[src/sv/rrps_pkg.sv]
// ----------------------------------------------------------------------------
// rrps_pkg
// Types and constants shared by the row range page span splitter: request,
// result and queue entry layouts, opcodes, status codes and register indexes.
// ----------------------------------------------------------------------------
package rrps_pkg;

   // Field widths fixed by the interface
   localparam int ROW_BITS    = 40;
   localparam int ENTRY_BITS  = 7;
   localparam int PAGE_BITS   = 6;
   localparam int COLUMN_BITS = 32;
   localparam int STATUS_BITS = 2;
   localparam int COUNT_BITS  = 7;

   // Opcodes of a request
   localparam logic OP_LOAD  = 1'b0;
   localparam logic OP_QUERY = 1'b1;

   // Result status codes
   localparam logic [STATUS_BITS-1:0] STATUS_SPAN  = 2'd0;
   localparam logic [STATUS_BITS-1:0] STATUS_EMPTY = 2'd1;
   localparam logic [STATUS_BITS-1:0] STATUS_RANGE = 2'd2;

   // Configuration register indexes
   localparam int CSR_INDEX_BITS = 1;
   localparam logic [CSR_INDEX_BITS-1:0] CSR_COLUMN_ID  = 1'b0;
   localparam logic [CSR_INDEX_BITS-1:0] CSR_PAGE_COUNT = 1'b1;

   // Queue between the front and back parts
   localparam int QUEUE_DEPTH     = 2;
   localparam int QUEUE_PTR_BITS  = $clog2(QUEUE_DEPTH);
   localparam int QUEUE_CNT_BITS  = $clog2(QUEUE_DEPTH + 1);

   typedef struct packed {
      logic                  opcode;
      logic [ENTRY_BITS-1:0] entry_index;
      logic [ROW_BITS-1:0]   entry_row;
      logic [ROW_BITS-1:0]   row_start;
      logic [ROW_BITS-1:0]   row_count;
   } rrps_req_type;

   typedef struct packed {
      logic [COLUMN_BITS-1:0] column_out;
      logic [PAGE_BITS-1:0]   page_number;
      logic [ROW_BITS-1:0]    page_first_row;
      logic [ROW_BITS-1:0]    offset_in_page;
      logic [ROW_BITS-1:0]    span_rows;
      logic [STATUS_BITS-1:0] status;
      logic                   last;
   } rrps_rsp_type;

   // Classified request as it waits in the queue
   typedef struct packed {
      logic                  is_query;
      logic [ENTRY_BITS-1:0] slot;
      logic [ROW_BITS-1:0]   row;
      logic [ROW_BITS-1:0]   row_end;
      logic                  overflow;
   } rrps_cmd_type;

endpackage

[src/sv/rrps_front.sv]
// ----------------------------------------------------------------------------
// rrps_front
// Accepts requests, drops loads aimed beyond the table, and works out the end
// row of a query together with its carry out before queueing it.
// ----------------------------------------------------------------------------
module rrps_front #(
   parameter int MAX_PAGES = 64
) (
   input  logic                  req_valid,
   output logic                  req_ready,
   input  rrps_pkg::rrps_req_type req_data,
   input  logic                  queue_full,
   output logic                  queue_push,
   output rrps_pkg::rrps_cmd_type queue_data
);
   import rrps_pkg::*;

   logic [ROW_BITS:0] range_sum;
   logic              is_query;
   logic              slot_ok;

   // A request is taken whenever the queue has room
   assign req_ready = !queue_full;

   // Range end with carry; the carry marks a range beyond the row space
   assign range_sum = {1'b0, req_data.row_start} + {1'b0, req_data.row_count};
   assign is_query  = (req_data.opcode == OP_QUERY);
   assign slot_ok   = (int'(req_data.entry_index) <= MAX_PAGES);

   // Loads to a slot outside the table are accepted and dropped here
   assign queue_push = req_valid && !queue_full && (is_query || slot_ok);

   always_comb begin
      queue_data.is_query = is_query;
      queue_data.slot     = req_data.entry_index;
      queue_data.row      = is_query ? req_data.row_start : req_data.entry_row;
      queue_data.row_end  = range_sum[ROW_BITS-1:0];
      queue_data.overflow = range_sum[ROW_BITS];
   end

endmodule

[config.mk]
export PLATFORM = sky130hd
export DESIGN_NAME = rrps_front
export DESIGN_NICKNAME = d
export VERILOG_FILES = /design/src/sv/rrps_pkg.sv /design/src/sv/rrps_front.sv
export SDC_FILE = /design/constraint.sdc
export NUM_CORES = 1
export LEC_CHECK = 0
export BUFFER_PORTS_ARGS = -buffer_cell sky130_fd_sc_hd__buf_2
export CORE_ASPECT_RATIO = 0.5
export CORE_MARGIN = 1
export CORE_UTILIZATION = 43
export DETAILED_ROUTE_END_ITERATION = 10
export PLACE_DENSITY_LB_ADDON = 0.1
export SYNTH_ARGS = -nofsm -noshare
export SYNTH_HDL_FRONTEND = slang
export SYNTH_SLANG_ARGS = --single-unit
[constraint.sdc]
create_clock -name vclk -period 3.12
set_input_delay 0.156 -clock vclk [all_inputs]
set_output_delay 0.156 -clock vclk [all_outputs]
set_load 0.03 [all_outputs]
==> flow_metrics.py <==
metrics = {
    "drt": {
        "vias": 3774,
        "drt_pre_antenna_iters": 4,
        "routed_wl_microns": 9211,
        "drc_errors": 0,
        "drt_iter0_drc": 136,
        "route.antenna.remaining_nets": 0,
        "wl_per_cell_microns": 13.41,
        "vias_per_cell": 5.493,
    },
    "clock_network": {
        "cts_setup_buffers": 0,
        "cts_resized": 0,
        "hold_buffers": 0,
    },
    "synthesis": {
        "synth_top_area_frac": 0.1696,
        "synth_warnings": 0,
        "synth_cell_types": 52,
        "yosys.area.top_type": "ha_1",
        "ys_seq_area_frac": 0,
        "yosys-top-cells-area": "ha_1 (17%), mux2_2 (15%), xnor2_1 (6.8%)",
        "syn_inst": 406,
        "syn_nets": 577,
        "synth_area_sq_um": 2952,
        "syn_area_per_cell_sq_um": 7.270,
    },
    "layout": {
        "num-clock-buffers": 0,
        "layout_common_cells": "buf_2 (221), mux2_2 (40), ha_1 (40)",
        "diodes": 0,
        "synthToLayoutAreaGrowth_pct": 35.91,
        "seq_cell_count": 0,
        "seq_area_sq_um": 0,
        "drive_gt1_frac": 0.4541,
        "fin_nets": 772,
        "post-route-util": 0.6336,
        "multi_input_area_sq_um": 2735,
        "mostFrequentLayoutCell": "buf_2",
        "nFillCells": 631,
    },
    "power_and_ir_drop": {
        "total_power_w": 0.001170,
        "clkPwrFrac": 0,
        "intPower_w": 0.0004206,
        "p_seq_frac": 0,
        "ir_drop_mv": 0.2017,
        "p_leak_nw": 2.102,
        "pwr-share-comb": 1.000,
        "p_per_area_nw_per_um2": 291.8,
        "p_sw_frac": 0.6407,
        "p_sw_w": 0.0007498,
    },
    "status": {
        "status": "finished, final reports clean",
    },
    "setup_path": {
        "required_ps": 2960,
        "cpMaxStageDelayCell": "a221oi_2",
        "path_depth": 12,
        "worstPathCellList": "buf_2 -> ha_1 -> fa_1 -> a211oi_1 -> nor2_1 -> o211ai_1 -> buf_4 -> o211ai_1 -> a221oi_2 -> o21ai_1 -> xnor2_1 -> buf_2",
        "cp-end-kind": "output port",
        "max_stage_delay_ps": 470,
        "worstSetupPathType": "in -> out",
        "crit_arrival_ps": 2740,
        "crit_fanout": 5,
        "path_buf_inv": 3,
        "critPathTopFamily": "compound AO/OA/AOI/OAI gates",
        "cp-start-kind": "input pin",
    },
    "timing": {
        "hold_violations": 0,
        "min_period_ps": 2896,
        "grt_setup_unrepaired": "no",
        "fin_tns_setup_ps": 0,
        "max_slew_margin": 0.3519,
        "max_freq_mhz": 345.3,
        "fin_ws_ps": 224.1,
        "holdWs_ps": 576.0,
        "worst_pin_slew_ps": 972.1,
        "finalCritPeriodShare": 0.9282,
        "finalSetupViolCount": 0,
        "slew_viol_final": 0,
    },
    "die": {
        "design.die.area_sq_um": 7220,
        "fp.coreArea_sq_um": 6331,
        "die_h_microns": 60.59,
        "floorplan.initialDensity": 0.4662,
        "fp-row-count": 20,
        "pin_count": 221,
        "die-width_microns": 119.2,
    },
    "placement": {
        "hpwl_microns": 7950,
        "place_congestion": 0.8682,
        "dp_slack_ps": 233.3,
        "port_buffers": 221,
    },
    "global_routing": {
        "grt_overflow_total": 0,
        "antenna_found_initial": 0,
        "grt_pass1_vias": 3188,
        "grt_pass1_wl_microns": 14390,
        "grt_max_degree": 43,
        "grt_usage": 0.2364,
    },
    "job": {
        "maxCapViolCount": 0,
    },
    "min_path": {
        "hp-class": "in -> out",
        "holdPathStages": 2,
    },
}
==> Yosys cell counts, drive strengths merged, types with 2 or more instances <==
cell type,number
nor2,32
xor2,11
a2111oi,2
nand2,34
o211ai,5
a41oi,4
a31oi,4
and2,3
o41ai,3
or3,2
o21ai,26
nand4,15
clkbuf,10
nor3b,3
mux2,40
o21bai,9
inv,12
nor2b,3
ha,40
xnor2,23
a21o,23
a211oi,7
buf,20
nand3,8
nor3,4
a21oi,38
o21a,4
a221oi,3
a211o,2
nor4,3
==> per-stage QoR <==
| step | area [sq um] | instances |
|---|---|---|
| 6_report | 4011 | 687 |
| 3_5_place_dp | 4011 | 687 |
| 3_3_place_gp | 4011 | 687 |
| 4_1_cts | 4011 | 687 |
| 5_1_grt | 4011 | 687 |
| 2_1_floorplan | 2952 | 406 |
==> cell type report <==
cell class,instances,area share
Multi-Input combinational cell,364,0.6818
Timing Repair Buffer,223,0.2795
Tap cell,88,0.02745
Inverter,12,0.01123
==> kinds of logic (layout without fill, tap and decap cells) <==
group | after synthesis | count (layout) | share of synthesized area
AND/OR/NAND/NOR | 112 | 112 | 0.1836
adder cells (fa/ha/maj) | 41 | 41 | 0.1763
XOR/XNOR | 34 | 34 | 0.1009
buffers and inverters | 42 | 235 | 0.07333
multiplexers | 41 | 41 | 0.1560
AO/OA/AOI/OAI | 136 | 136 | 0.3099
==> routing by layer <==
metal  track usage  wire length (microns)
met3       0.03195                    791
met5             0                      0
met4      0.005425                     13
met1        0.3250                   4116
met2        0.4228                   4289
==> path summary, 6_finish.rpt <==
kind                    endpoint     startpoint  slack, ps
setup / recovery  queue_data[35]    req_data[0]        220
hold / removal    queue_data[85]  req_data[124]        580
==> power by group through the flow <==
stage	combinational, W	sequential [W]	clock, W
4_1_cts	0.00117	0	0
6_report	0.00117	0	0
5_1_grt	0.00126	0	0
2_1_floorplan	0.000850	0	0
3_3_place_gp	0.00116	0	0
3_5_place_dp	0.00117	0	0
Power figures use the tool's default switching activity.
