<file path="src/sv/rrps_pkg.sv">
// ----------------------------------------------------------------------------
// rrps_pkg
// Types and constants shared by the row range page span splitter: request,
// result and queue entry layouts, opcodes, status codes and register indexes.
// ----------------------------------------------------------------------------
package rrps_pkg;

   // Field widths fixed by the interface
   localparam int ROW_BITS    = 40;
   localparam int ENTRY_BITS  = 7;
   localparam int PAGE_BITS   = 6;
   localparam int COLUMN_BITS = 32;
   localparam int STATUS_BITS = 2;
   localparam int COUNT_BITS  = 7;

   // Opcodes of a request
   localparam logic OP_LOAD  = 1'b0;
   localparam logic OP_QUERY = 1'b1;

   // Result status codes
   localparam logic [STATUS_BITS-1:0] STATUS_SPAN  = 2'd0;
   localparam logic [STATUS_BITS-1:0] STATUS_EMPTY = 2'd1;
   localparam logic [STATUS_BITS-1:0] STATUS_RANGE = 2'd2;

   // Configuration register indexes
   localparam int CSR_INDEX_BITS = 1;
   localparam logic [CSR_INDEX_BITS-1:0] CSR_COLUMN_ID  = 1'b0;
   localparam logic [CSR_INDEX_BITS-1:0] CSR_PAGE_COUNT = 1'b1;

   // Queue between the front and back parts
   localparam int QUEUE_DEPTH     = 2;
   localparam int QUEUE_PTR_BITS  = $clog2(QUEUE_DEPTH);
   localparam int QUEUE_CNT_BITS  = $clog2(QUEUE_DEPTH + 1);

   typedef struct packed {
      logic                  opcode;
      logic [ENTRY_BITS-1:0] entry_index;
      logic [ROW_BITS-1:0]   entry_row;
      logic [ROW_BITS-1:0]   row_start;
      logic [ROW_BITS-1:0]   row_count;
   } rrps_req_type;

   typedef struct packed {
      logic [COLUMN_BITS-1:0] column_out;
      logic [PAGE_BITS-1:0]   page_number;
      logic [ROW_BITS-1:0]    page_first_row;
      logic [ROW_BITS-1:0]    offset_in_page;
      logic [ROW_BITS-1:0]    span_rows;
      logic [STATUS_BITS-1:0] status;
      logic                   last;
   } rrps_rsp_type;

   // Classified request as it waits in the queue
   typedef struct packed {
      logic                  is_query;
      logic [ENTRY_BITS-1:0] slot;
      logic [ROW_BITS-1:0]   row;
      logic [ROW_BITS-1:0]   row_end;
      logic                  overflow;
   } rrps_cmd_type;

endpackage

</file>
<file path="src/sv/rrps_queue.sv">
// ----------------------------------------------------------------------------
// rrps_queue
// Short first-in first-out queue of classified requests between the front
// and back parts, so that each side can stall on its own.
// ----------------------------------------------------------------------------
module rrps_queue (
   input  logic                   clock,
   input  logic                   reset,
   input  logic                   push,
   input  rrps_pkg::rrps_cmd_type push_data,
   output logic                   full,
   input  logic                   pop,
   output rrps_pkg::rrps_cmd_type pop_data,
   output logic                   not_empty
);
   import rrps_pkg::*;

   rrps_cmd_type                entry_ff [QUEUE_DEPTH];
   logic [QUEUE_PTR_BITS-1:0]   wr_ptr_ff, wr_ptr_in;
   logic [QUEUE_PTR_BITS-1:0]   rd_ptr_ff, rd_ptr_in;
   logic [QUEUE_CNT_BITS-1:0]   count_ff, count_in;
   logic                        do_push;
   logic                        do_pop;

   assign full      = (count_ff == QUEUE_CNT_BITS'(QUEUE_DEPTH));
   assign not_empty = (count_ff != '0);
   assign pop_data  = entry_ff[rd_ptr_ff];
   assign do_push   = push && !full;
   assign do_pop    = pop && not_empty;

   // Pointer and occupancy update
   always_comb begin
      wr_ptr_in = wr_ptr_ff;
      rd_ptr_in = rd_ptr_ff;
      count_in  = count_ff;
      if (do_push) begin
         wr_ptr_in = (wr_ptr_ff == QUEUE_PTR_BITS'(QUEUE_DEPTH - 1)) ?
                     '0 : wr_ptr_ff + QUEUE_PTR_BITS'(1);
      end
      if (do_pop) begin
         rd_ptr_in = (rd_ptr_ff == QUEUE_PTR_BITS'(QUEUE_DEPTH - 1)) ?
                     '0 : rd_ptr_ff + QUEUE_PTR_BITS'(1);
      end
      if (do_push && !do_pop) begin
         count_in = count_ff + QUEUE_CNT_BITS'(1);
      end else if (!do_push && do_pop) begin
         count_in = count_ff - QUEUE_CNT_BITS'(1);
      end
   end

   always_ff @(posedge clock) begin
      if (reset) begin
         wr_ptr_ff <= '0;
         rd_ptr_ff <= '0;
         count_ff  <= '0;
      end else begin
         wr_ptr_ff <= wr_ptr_in;
         rd_ptr_ff <= rd_ptr_in;
         count_ff  <= count_in;
      end
   end

   // Entry storage
   always_ff @(posedge clock) begin
      if (do_push) begin
         entry_ff[wr_ptr_ff] <= push_data;
      end
   end

endmodule

</file>
<file path="config.mk">
export PLATFORM = sky130hd
export DESIGN_NAME = rrps_queue
export DESIGN_NICKNAME = d
export VERILOG_FILES = /design/src/sv/rrps_pkg.sv /design/src/sv/rrps_queue.sv
export SDC_FILE = /design/constraint.sdc
export NUM_CORES = 1
export LEC_CHECK = 0
export BUFFER_PORTS_ARGS = -buffer_cell sky130_fd_sc_hd__buf_2
export CAP_MARGIN = 20
export CORE_ASPECT_RATIO = 0.8
export CORE_MARGIN = 8
export CORE_UTILIZATION = 45
export CTS_BUF_LIST = sky130_fd_sc_hd__clkbuf_4 sky130_fd_sc_hd__clkbuf_8
export DETAILED_ROUTE_END_ITERATION = 12
export PLACE_DENSITY = 0.7
export SYNTH_ARGS = -nofsm -noshare
export SYNTH_HDL_FRONTEND = slang
export SYNTH_SLANG_ARGS = --single-unit
</file>
<file path="constraint.sdc">
create_clock -name clock -period 3.8 [get_ports clock]
set_clock_uncertainty 0.2 [all_clocks]
set_input_delay 0.19 -clock clock [delete_from_list [all_inputs] [get_ports clock]]
set_output_delay 0.19 -clock clock [all_outputs]
set_load 0.03 [all_outputs]
</file>
==> results.txt <==
When the netlist entered floorplanning its net count stood at 396. The number of post-CTS setup repair buffers came out at 0. The number of maximum-capacitance violations came out at 0. The power per cell area is 622 nW/um^2.

The sequential share of the synthesized area is 0.816. Entering global routing, the biggest net connects 49 pins. Of the total synthesized cell area, the portion taken by AND, OR, NAND and NOR gates is 0.00731. The worst setup path is of the flip-flop to output pin kind. The worst setup slack before clock tree synthesis came out at 1530 ps. The post-CTS clock slew at the launch and capture registers of the worst setup and hold paths came out at 90 ps.

From left edge to right edge, the die measures 152 um. The post-route cell area came out at 9050 sq um. After filler insertion, the fill cell instance count of the layout stands at 1026. The worst setup path is launched from a flip-flop. The DRC violations left is 0.

The number of cells upsized or downsized after cts is 0. By area, the combinational part of the netlist is dominated by multiplexers. The weighted congestion reported at the end of routability-driven placement is 0.747. The number of global-route vias before repair is 4180. The register bit count reported by yosys came out at 183. The run finished with clean final reports.

The routed layout has 3751 vias. The critical path required time is 3410 ps. Clock tree synthesis selected as its root buffer the cell clkbuf_8. The final-report hold violation count is 0. The cell area after placement is 7810 sq um. The combined global-route utilization of all metal layers is 0.146. The proportion of layout cells with a drive suffix above 1 came out at 0.512. The half-perimeter wire length of the detailed placement result is 8890 um. The reported net switching power is 1.93 mW. The number of buffers added by the clock tree synthesis step came out at 17. The portion of total power attributed to sequential cells is 0.474. The vertical extent of the die is 125 um. The worst hold path passes through 6 cells.

The clock period minus final worst setup slack came out at 2570 ps. The later-pin clock latency in the skew report came out at 440 ps. The distinct cell type count after synthesis came out at 16. The clock tree from TritonCTS is done.

Averaged over all synthesized cells, the footprint is 22.1 sq um. The number of warnings reported in the yosys synthesis log is 0. The worst-margin pin slew is 667 ps.

The post-synthesis adder-cell area fraction is 0.00187. The synthesized netlist occupies a cell area of 6670 sq um. The highest clock frequency the design can meet came out at 388 MHz. From synthesis to final layout, the design area changed by 35.5%. In this run the worst hold path is classified as input pin to flip-flop. The number of cell instances on the worst register-to-register path came out at 4. The element type at the critical path end is an output pin. The leftover overflow at the end of global routing came out at 0. The region available for standard cell placement spans 14400 sq um. For this design the top-level I/O count stands at 184. By area the synthesized netlist is led by edfxtp_1, mux2_2, mux2_4. IR analysis of the VDD net gives a maximum drop of 0.000443 V.

The worst-case setup margin in the final layout is 1230 ps. The detailed-route wire length per cell is 17.6 um. The final critical-path share of the clock period is 0.678. The initialized floorplan defines 39 standard-cell rows. The post-route antenna net violation count is 0. The number of DRC markers after the initial detailed-route iteration is 220. The total area of multi-input combinational cells is 1150 sq um.

The internal power summed over all cells is 3.70 mW. The number of port buffers is 183. At the worst endpoint, the arrival time is 2180 ps. The xor/xnor cell area share of the yosys netlist came out at 0.00394. The leakage power came out at 3.42 nW. The area of the die is 19000 sq um. Setup repair after global routing left no endpoint under its margin. Synthesis produced a netlist whose cell count is 302.

The number of sinks on the clock net is 183. The number of antenna diodes in the final layout is 0. Setup total negative slack on the finished layout was measured at 0 ps. The fraction of synthesized area in multiplexers is 0.156. The combinational power share is 0.335. The final layout contains 685 nets. The compound-cell area share of the yosys netlist came to 0.00375. Before antenna repair, the detailed router went through 4 iterations. The worst slew margin relative to its limit is 0.555. CTS built an H-tree with a depth of 4. The final setup violation count came out at 0. The global-route wire length before repair is 21800 um. Along the worst path, the maximum fanout reaches 48. The area share of the largest cell type after synthesis is 0.801.

The starting utilization of the core area is 0.464. The clock share of power is 0.191. The number of antenna violations at the first check in global routing came out at 0. The number of pins with negative max-slew slack in the final report was 0.

The sequential cell area came out at 5450 sq um. The final wirelength came out at 13800 um. The proportion of total power due to net switching is 0.343.

The longest clock path from root to sink contains 2 buffers. Dividing the detail-routed via count by the number of cells gives 4.77. Of all cell types, the one taking the most synthesized area is edfxtp_1.
## what timing repair did
item	CTS	global route
hold endpoints to repair	183	0
hold buffers	92	0
setup endpoints to repair	0	0
## area by class of cell
cell class              instances  area share
well taps                     184      0.0254
clock buffers                  20      0.0284
inverters                       2    0.000968
clock inverters                10     0.00664
multi-input cells             107       0.128
flip-flops and latches        183       0.602
repair buffers                280       0.209
## placed cells by master, fill, tap and decap left out, drive strengths merged
| cell | count |
|---|---|
| or2 | 1 |
| ha | 1 |
| buf | 188 |
| xor2 | 3 |
| dlygate4sd3 | 92 |
| dfxtp | 5 |
| clkbuf | 20 |
| a21oi | 2 |
| and2 | 1 |
| clkinv | 8 |
| or3 | 2 |
| clkinvlp | 3 |
| mux2 | 89 |
| nor2b | 1 |
| edfxtp | 178 |
| nor2 | 4 |
| inv | 1 |
| o21ai | 3 |
## power by group through the flow
| stage | clock network, mW | registers (mW) | logic (mW) |
|---|---|---|---|
| global placement | 0 | 2.70 | 1.81 |
| finish | 1.08 | 2.67 | 1.88 |
| detailed placement | 0 | 2.72 | 1.82 |
| global route | 1.18 | 2.70 | 2.00 |
| floorplan | 0 | 2.64 | 1.39 |
| CTS | 1.12 | 2.68 | 1.91 |
## sequential cells by signal, summed over array words and instances (netlist names), named ones only
name,count
entry_ff,178
count_ff,2
rd_ptr_ff,1
wr_ptr_ff,1
## per-layer routing
| metal | wire (um) | track usage | vias to the layer above |
|---|---|---|---|
| met4 | 97 | 0.0387 | 0 |
| met3 | 1080 | 0.0641 | 8 |
| li1 | - | - | 1769 |
| met5 | 0 | 0 | - |
| met1 | 6050 | 0.172 | 1831 |
| met2 | 6590 | 0.240 | 143 |
## path summary, 6_finish.rpt
check	endpoint	slack [ps]	from
worst max-delay path	pop_data[21]	1230	flip-flop
worst min-delay path	count_ff[0]$_SDFFE_PP0P_	200	push
worst max register to register	entry_ff[1][13]$_DFFE_PP_	1530	count_ff[0]$_SDFFE_PP0P_
worst min register to register	count_ff[1]$_SDFFE_PP0P_	320	count_ff[1]$_SDFFE_PP0P_
## worst max-delay path, stage by stage (launching register included)
cell and delay [ps]:
dfxtp_4 770, buf_12 340, mux2_2 390, buf_2 180
## synth_stat cells
master and n:
buf_6 3, mux2_4 10, o21ai_0 3, buf_2 7, and2_1 1, xor2_1 3, a21oi_1 2, or3_1 2
ha_1 1, inv_1 2, nor2b_2 1, dfxtp_1 5, or2_2 1, edfxtp_1 178, nor2_1 4, mux2_2 79
## through the flow
stage               hold WS (ps)  total power [mW]  std cells  utilization
floorplan                   59.1              4.04        302            -
detailed placement           182              4.54        664        0.542
global placement             177              4.51        664        0.542
CTS                          131              5.70        786        0.628
finish                       200              5.62        786        0.628
global route                 231              5.88        786        0.628
## cell families after synthesis
group | Yosys count
adders and majority gates | 1
AOI/OAI and AO/OA | 5
and+or+nand+nor | 9
buffers and inverters | 12
muxes | 89
xor gates and xnor gates | 3
DFF | 183
No activity file was read; power rests on OpenSTA's default activity.
